## config.mk

```make
export PLATFORM = sky130hd
export DESIGN_NAME = radio_link_fault_supervisor
export DESIGN_NICKNAME = d
export VERILOG_FILES = /design/src/rtl/rlfs_pkg.sv /design/src/rtl/rlfs_eval.sv /design/src/rtl/radio_link_fault_supervisor.sv
export VERILOG_INCLUDE_DIRS = /design/src /design/src/rtl
export SDC_FILE = /design/constraint.sdc
export NUM_CORES = 1
export LEC_CHECK = 0
export BUFFER_PORTS_ARGS = -buffer_cell sky130_fd_sc_hd__buf_2
export CORE_MARGIN = 8
export CORE_UTILIZATION = 40
export CTS_CLUSTER_SIZE = 30
export DETAILED_ROUTE_END_ITERATION = 8
export PLACE_DENSITY = 0.68
export SLEW_MARGIN = 20
export SYNTH_ARGS = -nofsm -noshare
export SYNTH_HDL_FRONTEND = slang
export SYNTH_SLANG_ARGS = --single-unit
```

## constraint.sdc

```tcl
create_clock -name clk -period 14.1 [get_ports clk]
set_input_delay 2.82 -clock clk [delete_from_list [all_inputs] [get_ports clk]]
set_output_delay 2.82 -clock clk [all_outputs]
set_load 0.01 [all_outputs]
```

## src/rtl/radio_link_fault_supervisor_macros.svh

```systemverilog
// assertion macros for the radio link fault supervisor
// used by files that carry concurrent assertions; no other dependencies
`ifndef RADIO_LINK_FAULT_SUPERVISOR_MACROS_SVH
`define RADIO_LINK_FAULT_SUPERVISOR_MACROS_SVH

// same-cycle implication, checked outside reset
`define RLFS_ASSERT_IMP(label, clk, rst_n, ante, cons) \
  label: assert property (@(posedge clk) disable iff (!rst_n) (ante) |-> (cons)) \
    else $error("rlfs assertion failed");

// next-cycle implication, checked outside reset
`define RLFS_ASSERT_NXT(label, clk, rst_n, ante, cons) \
  label: assert property (@(posedge clk) disable iff (!rst_n) (ante) |=> (cons)) \
    else $error("rlfs assertion failed");

`endif

```

## src/rtl/rlfs_pkg.sv

```systemverilog
// shared types and constants for the radio link fault supervisor
// no dependencies
`default_nettype none

package rlfs_pkg;

  localparam int TIME_WIDTH = 32;
  localparam int CFG_W      = 32;
  localparam int CMP_W      = (TIME_WIDTH > CFG_W) ? TIME_WIDTH : CFG_W;
  localparam int CNT_W      = 32;
  localparam int THR_W      = 8;
  localparam int STATE_W    = 3;
  localparam int CFG_IDX_W  = 2;

  // raw radio state codes
  localparam logic [STATE_W-1:0] RADIO_NONE          = 3'd0;
  localparam logic [STATE_W-1:0] RADIO_BAD_MESSAGE   = 3'd1;
  localparam logic [STATE_W-1:0] RADIO_UDP_CONNECTED = 3'd6;
  localparam logic [STATE_W-1:0] RADIO_UNKNOWN       = 3'd7;

  // configuration register indexes
  localparam logic [CFG_IDX_W-1:0] REG_HB_TIMEOUT  = 2'd0;
  localparam logic [CFG_IDX_W-1:0] REG_TELEM_IVAL  = 2'd1;
  localparam logic [CFG_IDX_W-1:0] REG_ESC_THRESH  = 2'd2;

  // configuration reset values
  localparam logic [CFG_W-1:0] HB_TIMEOUT_RST = 32'd30000;
  localparam logic [CFG_W-1:0] TELEM_IVAL_RST = 32'd1000;
  localparam logic [THR_W-1:0] ESC_THRESH_RST = 8'd3;

  localparam logic [THR_W-1:0] RESET_CNT_MAX = {THR_W{1'b1}};

  typedef struct packed {
    logic [CFG_W-1:0] hb_timeout;
    logic [CFG_W-1:0] telem_ival;
    logic [THR_W-1:0] esc_thresh;
  } cfg_t;

  typedef struct packed {
    logic [TIME_WIDTH-1:0] now_ms;
    logic [STATE_W-1:0]    radio_state;
    logic [CNT_W-1:0]      rx_packets;
    logic [CNT_W-1:0]      tx_packets;
    logic [TIME_WIDTH-1:0] heartbeat_ms;
    logic                  critical_failure;
  } item_t;

  typedef struct packed {
    logic [STATE_W-1:0] link_state;
    logic               state_changed;
    logic               telemetry_due;
    logic               reset_radio;
    logic               reset_host;
    logic               clear_critical;
  } result_t;

  typedef struct packed {
    logic [STATE_W-1:0]    reported_state;
    logic                  first_tick;
    logic [TIME_WIDTH-1:0] last_report_ms;
    logic [THR_W-1:0]      reset_cnt;
    logic [CNT_W-1:0]      rx_at_reset;
    logic [CNT_W-1:0]      tx_at_reset;
  } sup_state_t;

endpackage

`default_nettype wire

```

## src/rtl/rlfs_eval.sv

```systemverilog
// per-tick decision logic: state mapping, telemetry timer, fault escalation
// depends on rlfs_pkg
`default_nettype none

module rlfs_eval import rlfs_pkg::*; (
  input  item_t      item,
  input  cfg_t       cfg,
  input  sup_state_t st,
  output result_t    res,
  output sup_state_t st_nxt
);

  logic [STATE_W-1:0]    link;
  logic [TIME_WIDTH-1:0] telem_diff;
  logic [TIME_WIDTH-1:0] hb_diff;
  logic                  telem;
  logic                  good_link;
  logic [THR_W-1:0]      cnt_mid;
  logic                  fault;
  logic                  allow_radio;
  logic                  rr;
  logic                  rh;

  always_comb begin
    link = (item.radio_state == RADIO_UNKNOWN) ? RADIO_BAD_MESSAGE : item.radio_state;

    // wrapping time differences
    telem_diff = item.now_ms - st.last_report_ms;
    hb_diff    = item.now_ms - item.heartbeat_ms;
    telem      = CMP_W'(telem_diff) >= CMP_W'(cfg.telem_ival);

    // link proven healthy since last radio reset
    good_link = (item.radio_state == RADIO_UDP_CONNECTED) &&
                (item.rx_packets > st.rx_at_reset) &&
                (item.tx_packets > st.tx_at_reset);
    cnt_mid   = good_link ? '0 : st.reset_cnt;

    fault       = item.critical_failure || (CMP_W'(hb_diff) > CMP_W'(cfg.hb_timeout));
    allow_radio = cnt_mid <= cfg.esc_thresh;
    rr          = fault && allow_radio;
    rh          = fault && !allow_radio;

    res.link_state     = link;
    res.state_changed  = st.first_tick || (st.reported_state != link);
    res.telemetry_due  = telem;
    res.reset_radio    = rr;
    res.reset_host     = rh;
    res.clear_critical = fault;

    st_nxt.reported_state = link;
    st_nxt.first_tick     = 1'b0;
    st_nxt.last_report_ms = telem ? item.now_ms : st.last_report_ms;
    if (rr && (cnt_mid != RESET_CNT_MAX)) begin
      st_nxt.reset_cnt = cnt_mid + THR_W'(1);
    end else begin
      st_nxt.reset_cnt = cnt_mid;
    end
    st_nxt.rx_at_reset = rr ? item.rx_packets : st.rx_at_reset;
    st_nxt.tx_at_reset = rr ? item.tx_packets : st.tx_at_reset;
  end

endmodule

`default_nettype wire

```

## src/rtl/radio_link_fault_supervisor.sv

```systemverilog
// radio link fault supervisor, top level: input register, decision logic, result register
// depends on rlfs_pkg, rlfs_eval and radio_link_fault_supervisor_macros.svh
//
// usage
//   one in_ transaction is one scheduler tick; each tick gives exactly one
//   out_ transaction carrying the mapped link state and the report and reset flags
//   cfg_ writes set the heartbeat timeout, telemetry interval and escalation
//   threshold; cfg_ready is always high, index 3 is ignored; write only when idle
//   latency: a tick accepted at edge n shows its result on out_ after edge n+1
//   throughput: one tick per cycle, set by the single decision stage that reads
//   and updates the supervisor state in the same cycle
//   stall: while out_ready is low the result register holds, the decision stage
//   waits, and the input register still takes one more tick before in_ready drops
//   reset (rst_n low, synchronous): pipeline empties, config returns to defaults,
//   the reset counter and packet snapshots clear and the first-tick flag is set
`default_nettype none
`include "radio_link_fault_supervisor_macros.svh"

module radio_link_fault_supervisor import rlfs_pkg::*; (
  input  logic                  clk,
  input  logic                  rst_n,
  // configuration write channel
  input  logic                  cfg_valid,
  output logic                  cfg_ready,
  input  logic [CFG_IDX_W-1:0]  cfg_index,
  input  logic [CFG_W-1:0]      cfg_data,
  // tick input channel
  input  logic                  in_valid,
  output logic                  in_ready,
  input  logic [TIME_WIDTH-1:0] in_now_ms,
  input  logic [STATE_W-1:0]    in_radio_state,
  input  logic [CNT_W-1:0]      in_rx_packets,
  input  logic [CNT_W-1:0]      in_tx_packets,
  input  logic [TIME_WIDTH-1:0] in_heartbeat_ms,
  input  logic                  in_critical_failure,
  // result channel
  output logic                  out_valid,
  input  logic                  out_ready,
  output logic [STATE_W-1:0]    out_link_state,
  output logic                  out_state_changed,
  output logic                  out_telemetry_due,
  output logic                  out_reset_radio,
  output logic                  out_reset_host,
  output logic                  out_clear_critical
);

  cfg_t       cfg_r;
  item_t      item_r;
  logic       item_valid_r;
  sup_state_t st_r;
  sup_state_t st_nxt;
  result_t    res_nxt;
  result_t    res_r;
  logic       res_valid_r;
  logic       advance;
  logic       in_fire;

  // config writes land immediately
  assign cfg_ready = 1'b1;

  always_ff @(posedge clk) begin
    if (!rst_n) begin
      cfg_r.hb_timeout <= HB_TIMEOUT_RST;
      cfg_r.telem_ival <= TELEM_IVAL_RST;
      cfg_r.esc_thresh <= ESC_THRESH_RST;
    end else if (cfg_valid) begin
      unique case (cfg_index)
        REG_HB_TIMEOUT: cfg_r.hb_timeout <= cfg_data;
        REG_TELEM_IVAL: cfg_r.telem_ival <= cfg_data;
        REG_ESC_THRESH: cfg_r.esc_thresh <= cfg_data[THR_W-1:0];
        default: begin
        end
      endcase
    end
  end

  // decision stage moves when the result register is free or being drained
  assign advance  = item_valid_r && (!res_valid_r || out_ready);
  assign in_ready = !item_valid_r || advance;
  assign in_fire  = in_valid && in_ready;

  // input register
  always_ff @(posedge clk) begin
    if (!rst_n) begin
      item_valid_r <= 1'b0;
    end else if (in_ready) begin
      item_valid_r <= in_valid;
    end
  end

  always_ff @(posedge clk) begin
    if (in_fire) begin
      item_r.now_ms           <= in_now_ms;
      item_r.radio_state      <= in_radio_state;
      item_r.rx_packets       <= in_rx_packets;
      item_r.tx_packets       <= in_tx_packets;
      item_r.heartbeat_ms     <= in_heartbeat_ms;
      item_r.critical_failure <= in_critical_failure;
    end
  end

  rlfs_eval u_eval (
    .item   (item_r),
    .cfg    (cfg_r),
    .st     (st_r),
    .res    (res_nxt),
    .st_nxt (st_nxt)
  );

  // supervisor state updates once per processed tick
  always_ff @(posedge clk) begin
    if (!rst_n) begin
      st_r.reported_state <= RADIO_NONE;
      st_r.first_tick     <= 1'b1;
      st_r.last_report_ms <= '0;
      st_r.reset_cnt      <= '0;
      st_r.rx_at_reset    <= '0;
      st_r.tx_at_reset    <= '0;
    end else if (advance) begin
      st_r <= st_nxt;
    end
  end

  // result register
  always_ff @(posedge clk) begin
    if (!rst_n) begin
      res_valid_r <= 1'b0;
    end else if (advance) begin
      res_valid_r <= 1'b1;
    end else if (out_ready) begin
      res_valid_r <= 1'b0;
    end
  end

  always_ff @(posedge clk) begin
    if (advance) begin
      res_r <= res_nxt;
    end
  end

  assign out_valid          = res_valid_r;
  assign out_link_state     = res_r.link_state;
  assign out_state_changed  = res_r.state_changed;
  assign out_telemetry_due  = res_r.telemetry_due;
  assign out_reset_radio    = res_r.reset_radio;
  assign out_reset_host     = res_r.reset_host;
  assign out_clear_critical = res_r.clear_critical;

  // radio and host reset requests are exclusive
  `RLFS_ASSERT_IMP(a_one_reset_kind, clk, rst_n, res_valid_r, !(res_r.reset_radio && res_r.reset_host))
  // a handled fault always comes with exactly one reset request
  `RLFS_ASSERT_IMP(a_clear_matches, clk, rst_n, res_valid_r, res_r.clear_critical == (res_r.reset_radio || res_r.reset_host))
  // a pending radio reset result means the reset counter is nonzero
  `RLFS_ASSERT_IMP(a_cnt_bumped, clk, rst_n, res_valid_r && res_r.reset_radio, st_r.reset_cnt != '0)
  // an unchanged-state report can only follow the first tick
  `RLFS_ASSERT_IMP(a_first_done, clk, rst_n, res_valid_r && !res_r.state_changed, !st_r.first_tick)

endmodule

`default_nettype wire
```

==> reports/results.ini <==
[power]
irDropWorstVdd_mv = 0.09790
p_per_area_nw_per_um2 = 126.4
clkPwrFrac = 0.395
p_leak_nw = 8.267
combPwrFrac = 0.192
power_mw = 2.584
seqPwrFrac = 0.412
p_int_mw = 1.867
p_switching_mw = 0.7164
power.share.switching = 0.2773

[global_routing]
grtUsageMet2 = 0.2845
grt_pass1_vias = 13530
grt_overflow = 0
grt_util_all_layers = 0.1610
met1_usage = 0.1945
grt_max_degree = 143
busiest_layer = met2
grt_pass1_wl_um = 66850
antenna_found_initial = 0
grt_use_met3 = 0.02807

[layout]
final_util = 0.4652
nFillCells = 4163
area_delta_synth_final_pct = 15.57
mostFrequentLayoutCells = nand2_1, inv_1, ha_1
multi_input_area_um2 = 8751
layout_commonest_cell = nand2_1
num_antenna_cells = 0
drive_above_1_share = 0.1341
final_nets = 2382
seqCellArea_um2 = 7848
final_cells = 2635

[run]
cap_viol_max_count = 0

[die]
io_pins = 182
coreArea_um2 = 43930
start_util = 0.4025
rows = 77
dieArea_um2 = 51200
fp.dieW_um = 226.3
die_h_um = 226.3

[yosys]
synth_nets = 2218
netlist_area_um2 = 17680
synth.area.top_cells = edfxtp_1, dfxtp_1, ha_1
synth_top_area_cell = edfxtp_1
synthArstFlopShare = 0
yosys_warnings = 0
synth_area_per_cell_um2 = 9.570
synth_top_area_frac = 0.2377
postSynthCellCount = 1848
synth_flop_cell = dfxtp_1
synth_edf_count = 140
ys_seq_elements = 322
ys_seq_area_frac = 0.4438
synth_cell_types = 77

[place]
hpwlAfterDp_um = 30140
place_congestion = 0.8481
place_inst = 2563
io_buffers = 180

[drt]
vias_per_cell = 5.046
wirelength_um = 41130
drt_iter0_drc = 787
dr_total_vias = 13300
ant_nets = 0
post-route-drc-count = 0
firstDrtPassIters = 5
wl_per_cell_um = 15.61

[hold_path]
min_path_type = reg2reg

[sta]
hold_viol_final = 0
grt_setup_unrepaired = false
worst_pin_slew_ps = 981.5
setup_tns_ps = 0
setup_violations = 0
finalCriticalPeriod_ps = 6182
slew_headroom = 0.3457
max_freq_mhz = 161.8
drv_slew = 0
final.period_utilization = 0.4384
skew_ps = 19.12

[clocking]
clk_path_buf_depth = 3
path_clk_slew_ps = 60
post_cts_resized = 0
cts_tree = yes
cts_sinks = 322
numCtsBuffers = 39
cts-hold-fix-buffers = 0
post_cts_buffers = 0
clockRootBuffer = clkbuf_16
htree_levels = 2
clkLatencyLatePin_ps = 550

[setup_path]
cp.arrival_ps = 3360
crit_type = in2out
start_kind = input pin
crit_fanout = 4
crit_path_end_kind = output pin
required_ps = 11280

[run_status]
status = finished, final reports clean

## worst paths after layout
| path | start | to | slack, ps | depth (start not counted) |
|---|---|---|---|---|
| setup / recovery | out_ready | in_ready | 7920 | 4 |
| hold / removal | st_r[104] | st_r[104] | 450 | 2 |
| setup reg to reg | item_r[100] | st_r[40] | 7940 | 26 |
| hold reg to reg | st_r[104] | st_r[104] | 450 | 2 |
## synthesized netlist by cell type, types with 43 or more instances
cell type and number:
o21ai_0 106, xnor2_1 45, a21boi_0 57, edfxtp_1 140, nor2_1 43, ha_1 197, nor2b_1 62, a21o_1 64
a21oi_1 82, nand3_1 79, nand2_1 227, inv_1 225, dfxtp_1 182, clkbuf_1 53
## through the flow
stage               hold WS (ps)  instance area [µm²]  setup WS, ps
floorplan                  415.7                17680          7523
global placement           426.0                19140          7917
detailed placement         439.0                19140          7738
CTS                        449.9                20430          7707
global route               482.4                20440          7410
finish                     447.0                20440          7919
## critical path: stages
cell     delay, ps
buf_2          100
nor2b_1        190
nand2_1        100
buf_2          150
## layer usage
layer	share of wire	vias to the layer above
met3	0.047	79
met1	0.44	6206
met4	0.028	0
met2	0.49	266
li1	-	6744
met5	0	-
## cell families (layout without fill, tap and decap cells)
kind of cell               Yosys count  after routing  synth area share
muxes                               41             41           0.02321
adders and majority gates          199            199            0.1416
DFF                                322            322            0.4438
and+or+nand+nor                    514            514            0.1395
xor gates and xnor gates            63             63           0.03120
buffers and inverters              288            483           0.06254
AOI/OAI and AO/OA                  420            420            0.1579
other                                1              1         0.0002121
## final cells by class
cell class,count,share of cell area
multi-input cells,1238,0.4282
inverters,225,0.04132
clock inverters,25,0.01316
clock buffers,47,0.05038
well taps,592,0.03624
flip-flops and latches,322,0.3840
repair buffers,186,0.04677
## registers in the layout, indices dropped and copies added (netlist names)
signal / flops
cfg_r: 72
item_r: 132
item_valid_r: 1
out_clear_critical: 1
out_link_state: 3
out_reset_host: 1
out_reset_radio: 1
out_state_changed: 1
out_telemetry_due: 1
out_valid: 1
st_r: 108
## power by group through the flow
| stage | clock network, mW | registers [mW] | logic (mW) |
|---|---|---|---|
| floorplan | 0 | 1.08 | 0.368 |
| global placement | 0 | 1.08 | 0.478 |
| detailed placement | 0 | 1.09 | 0.496 |
| CTS | 1.05 | 1.07 | 0.500 |
| global route | 1.09 | 1.07 | 0.567 |
| finish | 1.02 | 1.07 | 0.497 |
No activity file was read; power rests on OpenSTA's default activity.
